File: config.mk
export PLATFORM = sky130hd
export DESIGN_NAME = multilane_led_pulse_encoder_unit
export DESIGN_NICKNAME = d
export VERILOG_FILES = /design/src/hdl/mlpe_pkg.sv /design/src/hdl/mlpe_lane.sv /design/src/hdl/mlpe_merge.sv /design/src/hdl/multilane_led_pulse_encoder_unit.sv
export VERILOG_INCLUDE_DIRS = /design/src /design/src/hdl
export SDC_FILE = /design/constraint.sdc
export NUM_CORES = 1
export LEC_CHECK = 0
export BUFFER_PORTS_ARGS = -buffer_cell sky130_fd_sc_hd__buf_2
export CORE_MARGIN = 2
export CORE_UTILIZATION = 25
export CTS_CLUSTER_SIZE = 10
export DETAILED_ROUTE_END_ITERATION = 8
export PLACE_DENSITY = 0.47
export RECOVER_POWER = 50
export SLEW_MARGIN = 30
export SYNTH_ARGS = -nofsm -noshare
export SYNTH_HDL_FRONTEND = slang
export SYNTH_HIERARCHICAL = 1
export SYNTH_SLANG_ARGS = --single-unit
File: constraint.sdc
create_clock -name clk -period 17.25 [get_ports clk]
set_clock_uncertainty 0.1 [all_clocks]
set_input_delay 0.8625 -clock clk [delete_from_list [all_inputs] [get_ports clk]]
set_output_delay 0.8625 -clock clk [all_outputs]
set_load 0.005 [all_outputs]
File: src/hdl/multilane_led_pulse_encoder_unit_macros.svh
// Assertion macros shared by the multilane LED pulse encoder modules.
`ifndef MULTILANE_LED_PULSE_ENCODER_UNIT_MACROS_SVH
`define MULTILANE_LED_PULSE_ENCODER_UNIT_MACROS_SVH

`ifndef SYNTH
`define MLPE_ASSERT_IMP(lbl, c, r, ante, cons) \
  lbl: assert property (@(posedge c) disable iff (!r) (ante) |-> (cons)) \
    else $error("immediate implication failed");
`define MLPE_ASSERT_NXT(lbl, c, r, ante, cons) \
  lbl: assert property (@(posedge c) disable iff (!r) (ante) |=> (cons)) \
    else $error("next-cycle implication failed");
`else
`define MLPE_ASSERT_IMP(lbl, c, r, ante, cons)
`define MLPE_ASSERT_NXT(lbl, c, r, ante, cons)
`endif

`endif

File: src/hdl/mlpe_pkg.sv
// Types and constants shared by the multilane LED pulse encoder.
package mlpe_pkg;

  localparam int BYTE_W         = 8;
  localparam int PULSES_PER_BIT = 8;
  localparam int WORDS_PER_ITEM = PULSES_PER_BIT * BYTE_W;
  localparam int IDX_W          = $clog2(WORDS_PER_ITEM);
  localparam int PULSE_W        = 16;
  localparam int LANES_W        = 5;
  localparam int CFG_DATA_W     = 8;
  localparam int CFG_IDX_W      = 2;

  typedef logic [IDX_W-1:0]   idx_t;
  typedef logic [LANES_W-1:0] lanes_t;
  typedef logic [BYTE_W-1:0]  pattern_t;

  localparam idx_t     LAST_IDX          = idx_t'(WORDS_PER_ITEM - 1);
  localparam lanes_t   LANES_RESET       = lanes_t'(1);
  localparam pattern_t PATTERN_ZERO_RST  = pattern_t'(192);
  localparam pattern_t PATTERN_ONE_RST   = pattern_t'(252);

  typedef enum logic [CFG_IDX_W-1:0] {
    CFG_LANES_IN_USE = 2'd0,
    CFG_PATTERN_ZERO = 2'd1,
    CFG_PATTERN_ONE  = 2'd2
  } cfg_reg_t;

  typedef struct packed {
    logic [63:0] lane_bytes_low;
    logic [63:0] lane_bytes_high;
  } in_item_t;

  typedef struct packed {
    logic [PULSE_W-1:0] pulse_word;
    logic               last_word;
  } out_item_t;

  typedef struct packed {
    logic fire;
    logic last;
  } emit_t;

endpackage

File: src/hdl/mlpe_lane.sv
// One encoder lane: holds a data byte and produces its pulse for a word index.
module mlpe_lane #(
  parameter int LANE = 0
) (
  input  logic                clk,
  input  logic                rst_n,
  input  logic                load,
  input  logic [7:0]          lane_byte,
  input  mlpe_pkg::lanes_t    lanes_in_use,
  input  mlpe_pkg::idx_t      pulse_idx,
  input  mlpe_pkg::pattern_t  pattern_zero,
  input  mlpe_pkg::pattern_t  pattern_one,
  output logic                pulse
);

  logic [7:0]         byte_r;
  logic               active_r;
  logic               data_bit;
  mlpe_pkg::pattern_t pat;

  always_ff @(posedge clk) begin
    if (!rst_n) begin
      active_r <= 1'b0;
    end else if (load) begin
      active_r <= lanes_in_use > mlpe_pkg::lanes_t'(LANE);
    end
  end

  always_ff @(posedge clk) begin
    if (load) begin
      byte_r <= lane_byte;
    end
  end

  always_comb begin
    data_bit = byte_r[~pulse_idx[5:3]];
    pat      = data_bit ? pattern_one : pattern_zero;
    pulse    = active_r & pat[~pulse_idx[2:0]];
  end

endmodule

File: src/hdl/mlpe_merge.sv
// Merge stage: gathers the lane pulses into one word and holds it in the output register.
`include "multilane_led_pulse_encoder_unit_macros.svh"

module mlpe_merge #(
  parameter int LANE_CNT = 16
) (
  input  logic                 clk,
  input  logic                 rst_n,
  input  logic [LANE_CNT-1:0]  lane_pulses,
  input  mlpe_pkg::emit_t      ctl,
  input  logic                 out_ready,
  output logic                 out_valid,
  output mlpe_pkg::out_item_t  out_data,
  output logic                 can_take
);

  logic                        out_valid_r;
  mlpe_pkg::out_item_t         out_data_r;
  logic [mlpe_pkg::PULSE_W-1:0] word;

  always_comb begin
    word = '0;
    for (int i = 0; i < LANE_CNT; i++) begin
      word[i] = lane_pulses[i];
    end
  end

  assign can_take = !out_valid_r || out_ready;

  always_ff @(posedge clk) begin
    if (!rst_n) begin
      out_valid_r <= 1'b0;
    end else if (ctl.fire) begin
      out_valid_r <= 1'b1;
    end else if (out_ready) begin
      out_valid_r <= 1'b0;
    end
  end

  always_ff @(posedge clk) begin
    if (ctl.fire) begin
      out_data_r.pulse_word <= word;
      out_data_r.last_word  <= ctl.last;
    end
  end

  assign out_valid = out_valid_r;
  assign out_data  = out_data_r;

  `MLPE_ASSERT_IMP(a_fire_has_room, clk, rst_n, ctl.fire, can_take)
  `MLPE_ASSERT_NXT(a_fire_shows, clk, rst_n, ctl.fire, out_valid_r)
  `MLPE_ASSERT_NXT(a_stall_keeps, clk, rst_n, out_valid_r && !out_ready, out_valid_r)

endmodule

File: src/hdl/multilane_led_pulse_encoder_unit.sv
// Top level of the multilane LED pulse encoder: lanes, word sequencer and merge stage.
//
// Usage: each item on the in_ channel carries one data byte per lane (lanes 0 to 7 in
// lane_bytes_low, 8 to 15 in lane_bytes_high). Every data bit, most significant first,
// becomes eight pulses taken from pattern_one or pattern_zero, and the block emits 64
// words on the out_ channel, one pulse per lane in each word, with last_word set on the
// 64th. Lanes at or above lanes_in_use give zero. The user must write lanes_in_use,
// pattern_zero and pattern_one through the cfg_ port only while no item is in flight;
// the block itself does not enforce this. Words leave through the merge stage output
// register, one word per cycle while the receiver does not stall, set by the six-bit
// word counter that steps all lanes together. The next item is accepted in the cycle
// the last word of the current one moves to the output register, so words stream
// without gaps. Reset restores the register defaults (one lane, patterns 192 and 252)
// and empties the pipeline. When the receiver stalls, the output register holds its word
// and the word counter waits; the next item waits until the last word has moved on.
`include "multilane_led_pulse_encoder_unit_macros.svh"

module multilane_led_pulse_encoder_unit #(
  parameter int MAX_LANES = 16
) (
  input  logic                                 clk,
  input  logic                                 rst_n,
  input  logic                                 in_valid,
  output logic                                 in_ready,
  input  mlpe_pkg::in_item_t                   in_data,
  output logic                                 out_valid,
  input  logic                                 out_ready,
  output mlpe_pkg::out_item_t                  out_data,
  input  logic                                 cfg_we,
  input  logic [mlpe_pkg::CFG_IDX_W-1:0]       cfg_index,
  input  logic [mlpe_pkg::CFG_DATA_W-1:0]      cfg_data
);

  mlpe_pkg::lanes_t   lanes_in_use_r;
  mlpe_pkg::pattern_t pattern_zero_r;
  mlpe_pkg::pattern_t pattern_one_r;

  logic               busy_r;
  logic               busy_nxt;
  mlpe_pkg::idx_t     index_r;
  mlpe_pkg::idx_t     index_nxt;

  logic               can_take;
  logic               fire;
  logic               last_idx;
  logic               in_accept;
  mlpe_pkg::emit_t    emit;
  logic [127:0]       bytes_all;
  logic [MAX_LANES-1:0] lane_pulses;

  always_ff @(posedge clk) begin
    if (!rst_n) begin
      lanes_in_use_r <= mlpe_pkg::LANES_RESET;
      pattern_zero_r <= mlpe_pkg::PATTERN_ZERO_RST;
      pattern_one_r  <= mlpe_pkg::PATTERN_ONE_RST;
    end else if (cfg_we) begin
      unique case (cfg_index)
        mlpe_pkg::CFG_LANES_IN_USE: lanes_in_use_r <= cfg_data[mlpe_pkg::LANES_W-1:0];
        mlpe_pkg::CFG_PATTERN_ZERO: pattern_zero_r <= cfg_data;
        mlpe_pkg::CFG_PATTERN_ONE:  pattern_one_r  <= cfg_data;
        default: ;
      endcase
    end
  end

  always_comb begin
    fire      = busy_r && can_take;
    last_idx  = index_r == mlpe_pkg::LAST_IDX;
    in_ready  = !busy_r || (fire && last_idx);
    in_accept = in_valid && in_ready;
    emit.fire = fire;
    emit.last = last_idx;
    bytes_all = {in_data.lane_bytes_high, in_data.lane_bytes_low};
  end

  always_comb begin
    busy_nxt  = busy_r;
    index_nxt = index_r;
    if (in_accept) begin
      busy_nxt  = 1'b1;
      index_nxt = '0;
    end else if (fire) begin
      index_nxt = index_r + mlpe_pkg::idx_t'(1);
      if (last_idx) begin
        busy_nxt = 1'b0;
      end
    end
  end

  always_ff @(posedge clk) begin
    if (!rst_n) begin
      busy_r  <= 1'b0;
      index_r <= '0;
    end else begin
      busy_r  <= busy_nxt;
      index_r <= index_nxt;
    end
  end

  for (genvar g = 0; g < MAX_LANES; g++) begin : g_lane
    mlpe_lane #(
      .LANE(g)
    ) u_lane (
      .clk          (clk),
      .rst_n        (rst_n),
      .load         (in_accept),
      .lane_byte    (bytes_all[8*g +: 8]),
      .lanes_in_use (lanes_in_use_r),
      .pulse_idx    (index_r),
      .pattern_zero (pattern_zero_r),
      .pattern_one  (pattern_one_r),
      .pulse        (lane_pulses[g])
    );
  end

  mlpe_merge #(
    .LANE_CNT(MAX_LANES)
  ) u_merge (
    .clk         (clk),
    .rst_n       (rst_n),
    .lane_pulses (lane_pulses),
    .ctl         (emit),
    .out_ready   (out_ready),
    .out_valid   (out_valid),
    .out_data    (out_data),
    .can_take    (can_take)
  );

  `MLPE_ASSERT_IMP(a_no_early_accept, clk, rst_n, busy_r && !last_idx, !in_ready)
  `MLPE_ASSERT_NXT(a_accept_starts, clk, rst_n, in_accept, busy_r && index_r == '0)
  `MLPE_ASSERT_NXT(a_last_ends, clk, rst_n, fire && last_idx && !in_accept, !busy_r)
  `MLPE_ASSERT_NXT(a_stall_holds, clk, rst_n, busy_r && !fire, $stable(index_r))

endmodule
Word-level counts from Yosys, hierarchy flattened

Cells that the tools add are included.

Add/subtract/negate cells: 1
Magnitude comparators: 18
Eq/ne operators: 3
Multiplexer cells: 85
Bitwise gates (word level): 19
Reductions and logical operators: 16

Operators with widths:

| kind                                                           | count |
|---|---|
| two-way mux 8 bit                                              | 16 |
| binary-select mux 1 bit (select 3 bit)                         | 32 |
| greater-than comparator 5 x 4 -> 1 bit (second input constant) | 8 |
| two-way mux 1 bit                                              | 37 |
| greater-than comparator 5 x 3 -> 1 bit (second input constant) | 4 |
| bitwise AND 1 bit                                              | 16 |
| greater-than comparator 5 x 1 -> 1 bit (second input constant) | 2 |
| greater-than comparator 5 x 2 -> 1 bit (second input constant) | 2 |
| less-than comparator 3 x 4 -> 1 bit (second input constant)    | 2 |
| AND reduction 2 bit                                            | 4 |
| adder 6 x 1 -> 6 bit (second input constant)                   | 1 |
| equality test 6 bit (second input constant)                    | 1 |
| inverter 3 bit                                                 | 2 |
| nonzero test 2 bit                                             | 3 |
| logical AND 1 bit                                              | 3 |
| equality test 2 x 1 -> 1 bit (second input constant)           | 1 |
| equality test 2 bit (second input constant)                    | 1 |
| zero test 1 bit                                                | 2 |
| zero test 2 bit                                                | 1 |
| logical OR 1 bit                                               | 2 |
| OR reduction 2 bit                                             | 1 |
| inverter 1 bit                                                 | 1 |

Flip-flop bits (word level): 190
Input port bits: 143
Output and inout port bits: 19
Logic and storage cells: 182

Depth between registers and ports, before layout

Gate-level depths: netlist of run 1.

Word-level depth: 8
Gate-level depth with buffers: 6
Mapped depth without buffers: 6

Modules after synthesis

The synthesis of run 1 kept the hierarchy.

By module, submodules not included:

| module                             | times used | cells each | area an instance (µm²) |
|---|---|---|---|
| mlpe_lane at g_lane[10].u_lane ... | 3          | 30         | 478.0 |
| multilane_led_pulse_encoder_unit   | 1          | 118        | 1122.3 |
| mlpe_lane at g_lane[0].u_lane ...  | 2          | 30         | 476.7 |
| mlpe_lane at g_lane[14].u_lane ... | 2          | 29         | 474.2 |
| mlpe_merge                         | 1          | 21         | 559.3 |
| mlpe_lane at g_lane[1].u_lane      | 1          | 33         | 516.7 |
| mlpe_lane at g_lane[4].u_lane      | 1          | 34         | 516.7 |
| mlpe_lane at g_lane[5].u_lane      | 1          | 33         | 514.2 |
| mlpe_lane at g_lane[3].u_lane      | 1          | 33         | 511.7 |
| mlpe_lane at g_lane[9].u_lane      | 1          | 30         | 475.5 |
| mlpe_lane at g_lane[13].u_lane     | 1          | 29         | 471.7 |
| mlpe_lane at g_lane[15].u_lane     | 1          | 28         | 471.7 |
| mlpe_lane at g_lane[11].u_lane     | 1          | 29         | 470.5 |
| mlpe_lane at g_lane[7].u_lane      | 1          | 29         | 469.2 |

Worst setup path before layout of run 1

Ideal clock, no wire load.

Path kind: reg-to-reg
From: register index_r[0]
To: register g_lane[2].u_lane.active_r
Library setup time: 0.139 ns
Data arrival time: 7.007 ns
Required time: 17.011 ns
Setup slack: 10.004 ns
Cell stages (with the launch flop): 7
Path buffers: 0
Clock period less this slack: 7.246 ns
Cells stage by stage: dfxtp_1 -> ha_1 -> nand3_1 -> o21ai_0 -> and2_1 -> nor4b_1 -> a21oi_1

Longest elaborated chain between the ends: 4

RTL lines:

| item                     | line                                   | source |
|---|---|---|
| start: declaration       | multilane_led_pulse_encoder_unit.sv:40 | `mlpe_pkg::idx_t index_r;` |
| start signal: assignment | multilane_led_pulse_encoder_unit.sv:96 | `index_r <= index_nxt;` |
| equality test 6 bit      | multilane_led_pulse_encoder_unit.sv:68 | `last_idx = index_r == mlpe_pkg::LAST_IDX;` |
| logical AND 1 bit        | multilane_led_pulse_encoder_unit.sv:69 | `in_ready = !busy_r \|\| (fire && last_idx);` |
| logical OR 1 bit         | multilane_led_pulse_encoder_unit.sv:69 |  |
| via in_ready             | multilane_led_pulse_encoder_unit.sv:24 | `output logic in_ready,` |
| logical AND 1 bit        | multilane_led_pulse_encoder_unit.sv:70 | `in_accept = in_valid && in_ready;` |
| end signal: assignment   | mlpe_lane.sv:25                        | `active_r <= lanes_in_use > mlpe_pkg::lanes_t'(LANE);` |
| end: declaration         | mlpe_lane.sv:17                        | `logic active_r;` |

The timed path passes the listed nets, and every way through them passes these cells.
A chain may end at the register's enable or synchronous reset.

Worst setup path after layout of run 1

From: register index_r[5]
To: register g_lane[11].u_lane.active_r

Longest elaborated chain between the ends: 4

RTL lines:

| item                   | line |
|---|---|
| equality test 6 bit    | multilane_led_pulse_encoder_unit.sv:68 |
| logical AND 1 bit      | multilane_led_pulse_encoder_unit.sv:69 |
| logical OR 1 bit       | multilane_led_pulse_encoder_unit.sv:69 |
| logical AND 1 bit      | multilane_led_pulse_encoder_unit.sv:70 |
| end signal: assignment | mlpe_lane.sv:25 |
| end: declaration       | mlpe_lane.sv:17 |

No other way between the ends.

==> results of run 1 <==
synth_stat cells (all sizes together) (5+ instances only):
library cell,count
mux2,12
inv,15
a221oi,12
o311a,12
dfxtp,45
a21oi,25
nor2b,35
nor3,5
o21ai,29
nor2,7
a31oi,5
nand3b,6
a22oi,12
mux2i,71
mux4,64
edfxtp,145
nand3,25
nand2,40
o31ai,12
registers in the layout, summed over array words and instances (netlist names), 5 cells and up:
signal,count
lanes_in_use_r,5
g_lane.u_lane/active_r,16
pattern_one_r,8
g_lane.u_lane/byte_r,128
pattern_zero_r,8
index_r,6
u_merge/out_data,17
through the flow:
stage	power (uW)	util [%]	std cells	setup slack, ns
after CTS	1040	30.8	1334	13.97
after global placement	643	29.2	1301	13.35
after floorplan	602	-	625	10.00
after global routing	1070	30.7	1334	13.34
after detailed placement	645	29.3	1302	13.76
final	1020	30.7	1334	13.80
final timing paths:
kind | from | end | slack (ns)
max | index_r[5] | g_lane[11].u_lane/active_r | 13.80
min | g_lane[15].u_lane/active_r | g_lane[15].u_lane/active_r | 0.43
max reg2reg | index_r[5] | g_lane[11].u_lane/active_r | 13.80
min reg2reg | g_lane[15].u_lane/active_r | g_lane[15].u_lane/active_r | 0.43
cells by family after synthesis:
logic type,share of synthesized area [%]
flip-flops,55.7
multiplexers,25.7
AO/OA/AOI/OAI,9.42
XOR/XNOR,0.186
AND/OR/NAND/NOR,8.06
buffers and inverters,0.782
adder cells (fa/ha/maj),0.133
layout make-up:
class                      instances  share of cell area [%]
clock buffer                      19                    3.86
multi-input combinational        416                    35.7
inverter                          15                   0.490
timing repair buffer             170                    7.54
tap                              511                    5.57
clock inverter                    13                    1.02
sequential                       190                    45.8
report_power, final:
group,total (uW),switching (uW),internal [uW]
Clock,389,194,195
Sequential,541,20.1,521
Combinational,90.0,44.0,45.9
routing by layer:
layer	global-route usage (%)	vias to the layer above	wire [um]
li1	-	2986	-
met2	21.9	149	12400
met3	3.30	19	1280
met1	17.0	3163	11400
met5	0	-	0
met4	3.87	0	315
critical path, stage by stage, from the launching register on:
cell and delay, ns:
dfxtp_1 1.03, nand3_1 0.19, o21ai_0 0.32, and2_4 0.55, buf_4 0.79, o21ai_0 0.16, a21oi_1 0.19
==> results.toml, run 1 <==
[clock_tree]
cts_buffer_depth = 2
post_cts_resized = 0
cts_tree = "yes"
cts-hold-fix-buffers = 0
htree_num_levels = 4
insertion_delay_ns = 0.45
cts_setup_buffers = 0
cts-root-buf = "clkbuf_16"
cts_sinks = 190
cts.reportedPaths.clkPinSlew_ns = 0.07
cts_inserted_buffers = 17

[run]
drv_cap = 1

[timing]
hold_viol_final = 0
worstMarginPinSlew_ns = 1.80
maxSlewHeadroom_pct = -20.1
hold_ws_ns = 0.428
period_share_pct = 20.0
rsz0062_at_grt = "no"
finalSetupViolCount = 0
tns_ns = 0
layout_min_cycle_time_ns = 3.45
final_max_slew_viol_count = 41
max_freq_ghz = 0.290

[logic_synthesis]
synth_edf_count = 145
synth_top_cell_area_share_pct = 46.1
ys_seq_area_share_pct = 55.7
synth_cell_types = 48
netlist_area_sq_um = 9440
async_reset_ff_share_pct = 0
synth_seq_cells = 190
synthTopCellsByArea = "edfxtp_1, mux4_2, dfxtp_1"
yosysWarnings = 6
syn_nets = 769
syn_avg_cell_area_sq_um = 15.1
syn_inst = 625
yosysTopAreaCell = "edfxtp_1"
synthFlopType = "edfxtp_1"

[global_routing]
grt_pass1_wl_mm = 38.2
antenna_found_initial = 0
grt_max_degree = 95
grt_pass1_vias = 6294
grtUsageTotal_pct = 13.2
grt-ovfl-total = 0

[critical_path]
critPathKind = "flop to flop"
cp_max_fo = 70
worstRegToRegCells = 6
crit_path_end_kind = "flop"
arrival_ns = 3.73
cp-start-kind = "flop"
critPathRequiredTime_ns = 17.52

[finish]
final_cell_mix = "edfxtp_1, buf_2, mux2i_1, mux4_2"
insertedDiodeCount = 0
layout_commonest_cell = "edfxtp_1"
final_area_sq_um = 11500
final_nets = 954
multi_input_area_sq_um = 4100
drive_gt1_share_pct = 31.6
regArea_sq_um = 5270
n_fill_cell = 3749
syn_to_final_growth_pct = 21.7

[floorplanning]
die_area_sq_um = 39300
die_y_um = 198
io_pins = 162
core_area_sq_um = 37400
fp.dieW_um = 198
start_util_pct = 25.2
rows = 71

[pwr]
ir_drop_v = 0.0000659
p_leak_uw = 0.00389
p_per_area_nw_per_um2 = 88.7

[route]
drc = 0
vias_per_cell = 4.74
drtPass1Iterations = 4
finalWirelength_mm = 25.3
ant_nets = 0
avgRoutedWirePerCell_um = 19.0
drt_iter0_drc = 353
vias = 6317

[min_path]
hp-class = "flop to flop"
hold_depth = 2

[run_status]
violations = "max-capacitance violations, max-slew violations"
status = "finished, violations left"

[placement]
numPortBuffers = 161
gp_congestion = 0.694
placed_cell_area_sq_um = 11000
dpl.hpwl_mm = 15.9
(Power assumes the default switching activity.)
==> run 2, diff against run 1 <==
==> constraint.sdc (replaced) <==
create_clock -name clk -period 3.5 [get_ports clk]
set_clock_uncertainty 0.1 [all_clocks]
set_input_delay 0.175 -clock clk [delete_from_list [all_inputs] [get_ports clk]]
set_output_delay 0.175 -clock clk [all_outputs]
set_load 0.005 [all_outputs]
==> run 2 against run 1 <==
Against the previous run: the run now ends clean; critical path type unchanged; largest power group unchanged; cell area up 13%; die area did not move; sequential share of layout area decreased by 5.1 points; sequential power rose to 4.9 times the previous value; worst setup slack worse by 13 ns; critical path depth increased by 1; sequential cell count did not move; via count is 8.0% higher; wire length grew 7.0%.
==> results.toml, run 2 (synthesis results as in run 1) <==
[critical_path]
max_stage_delay_ns = 0.72
cp-start-kind = "flop"
path_cells = "buf_4 > nand3_1 > o21ai_0 > and2_4 > buf_12 > nor4b_1 > a21oi_1"
crit_path_end_kind = "flop"
critPathRequiredTime_ns = 3.73
crit_path_top_delay_cell = "dfxtp_2"
arrival_ns = 3.22
cp.buffers_inverters = 2
path_delay_family = "buffers and inverters"
critPathKind = "flop to flop"
cp_max_fo = 84

[global_routing]
grt_max_degree = 85
grtUsageTotal_pct = 13.9
grt_pass1_wl_mm = 40.6
antenna_found_initial = 0
grt_pass1_vias = 6679
grt-ovfl-total = 0

[clock_tree]
insertion_delay_ns = 0.45
cts_sinks = 190
cts_setup_buffers = 0
cts_inserted_buffers = 17
cts-root-buf = "clkbuf_16"
cts.reportedPaths.clkPinSlew_ns = 0.08
post_cts_resized = 0
htree_num_levels = 4
cts_tree = "yes"
cts_buffer_depth = 2

[run]
drv_cap = 0

[timing]
tns_ns = 0
max_freq_ghz = 0.335
period_share_pct = 85.4
setup_slack_ns = 0.512
worstMarginPinSlew_ns = 0.880
hold_viol_final = 0
hold_ws_ns = 0.0538
maxSlewHeadroom_pct = 41.2
rsz0062_at_grt = "no"
finalSetupViolCount = 0
final_max_slew_viol_count = 0
layout_min_cycle_time_ns = 2.99

[finish]
final_cell_mix = "edfxtp_1, dlygate4sd3_1, buf_2, mux2i_1, mux4_2"
final_nets = 1095
post-route-util_pct = 34.6
syn_to_final_growth_pct = 37.0
fin_cells = 1475
drive_gt1_share_pct = 27.6
largest_reg_flops = 128
largest-register = "g_lane.u_lane/byte_r"
insertedDiodeCount = 0
layout_commonest_cell = "edfxtp_1"

[floorplanning]
io_pins = 162
fp.dieW_um = 198
die_area_sq_um = 39300
die_y_um = 198
rows = 71
start_util_pct = 25.2
core_area_sq_um = 37400

[route]
drc = 0
vias_per_cell = 4.63
vias = 6825
ant_nets = 0
avgRoutedWirePerCell_um = 18.4
finalWirelength_mm = 27.1
drt_iter0_drc = 367
drtPass1Iterations = 5

[pwr]
p_leak_uw = 0.00449
ir_drop_v = 0.000316
p_per_area_nw_per_um2 = 403

[run_status]
status = "completed"

[placement]
dpl.hpwl_mm = 16.4
dp_slack_ns = 0.461
numPortBuffers = 161
gp_congestion = 0.713
dp.cells = 1305

[min_path]
hp-class = "input port to flop"
==> run 2: layout make-up <==
class                      instances  area [sq um]
clock inverter                    15           158
timing repair buffer             311          2270
fill                            3695         24500
clock buffer                      17           425
multi-input combinational        416          4100
inverter                          15          56.3
sequential                       190          5270
tap                              511           639
==> run 2: worst paths after layout <==
kind,startpoint,endpoint,slack [ns],depth (start not counted)
max reg2reg,index_r[3],g_lane[2].u_lane/active_r,0.51,7
min,cfg_index[1],lanes_in_use_r[0],0.05,4
max,index_r[3],g_lane[2].u_lane/active_r,0.51,7
min reg2reg,g_lane[15].u_lane/active_r,g_lane[15].u_lane/active_r,0.44,2
==> run 2: tightest hold or removal path, stage by stage <==
cell and delay (ns):
buf_2 0.13, nor3b_4 0.08, mux2i_1 0.12, nand2_1 0.06
==> run 2: report_power, final <==
group | leakage (uW) | switching (uW) | internal [uW]
clock | 0.000283 | 961 | 1010
sequential | 0.00176 | 109 | 2560
combinational | 0.00245 | 234 | 328
==> run 2: layer usage <==
metal | wire (um) | track usage (%) | up-vias
met2 | 12900 | 22.0 | 157
li1 | - | - | 3265
met4 | 262 | 3.59 | 0
met3 | 1300 | 3.47 | 12
met1 | 12700 | 19.1 | 3391
met5 | 0 | 0 | -
==> run 2: metrics by stage <==
stage | total power [uW] | instance area (sq um)
final | 5210 | 12900
after global routing | 5460 | 12900
after CTS | 5310 | 13000
after detailed placement | 3180 | 11000
after global placement | 3180 | 11000
after floorplan | 2950 | 9450
==> run 2: timing repair <==
item / 4_1_cts / 5_1_grt
hold buffers: 138 / 0
setup endpoints to repair: 0 / 0
endpoints found under the hold margin: 151 / 0
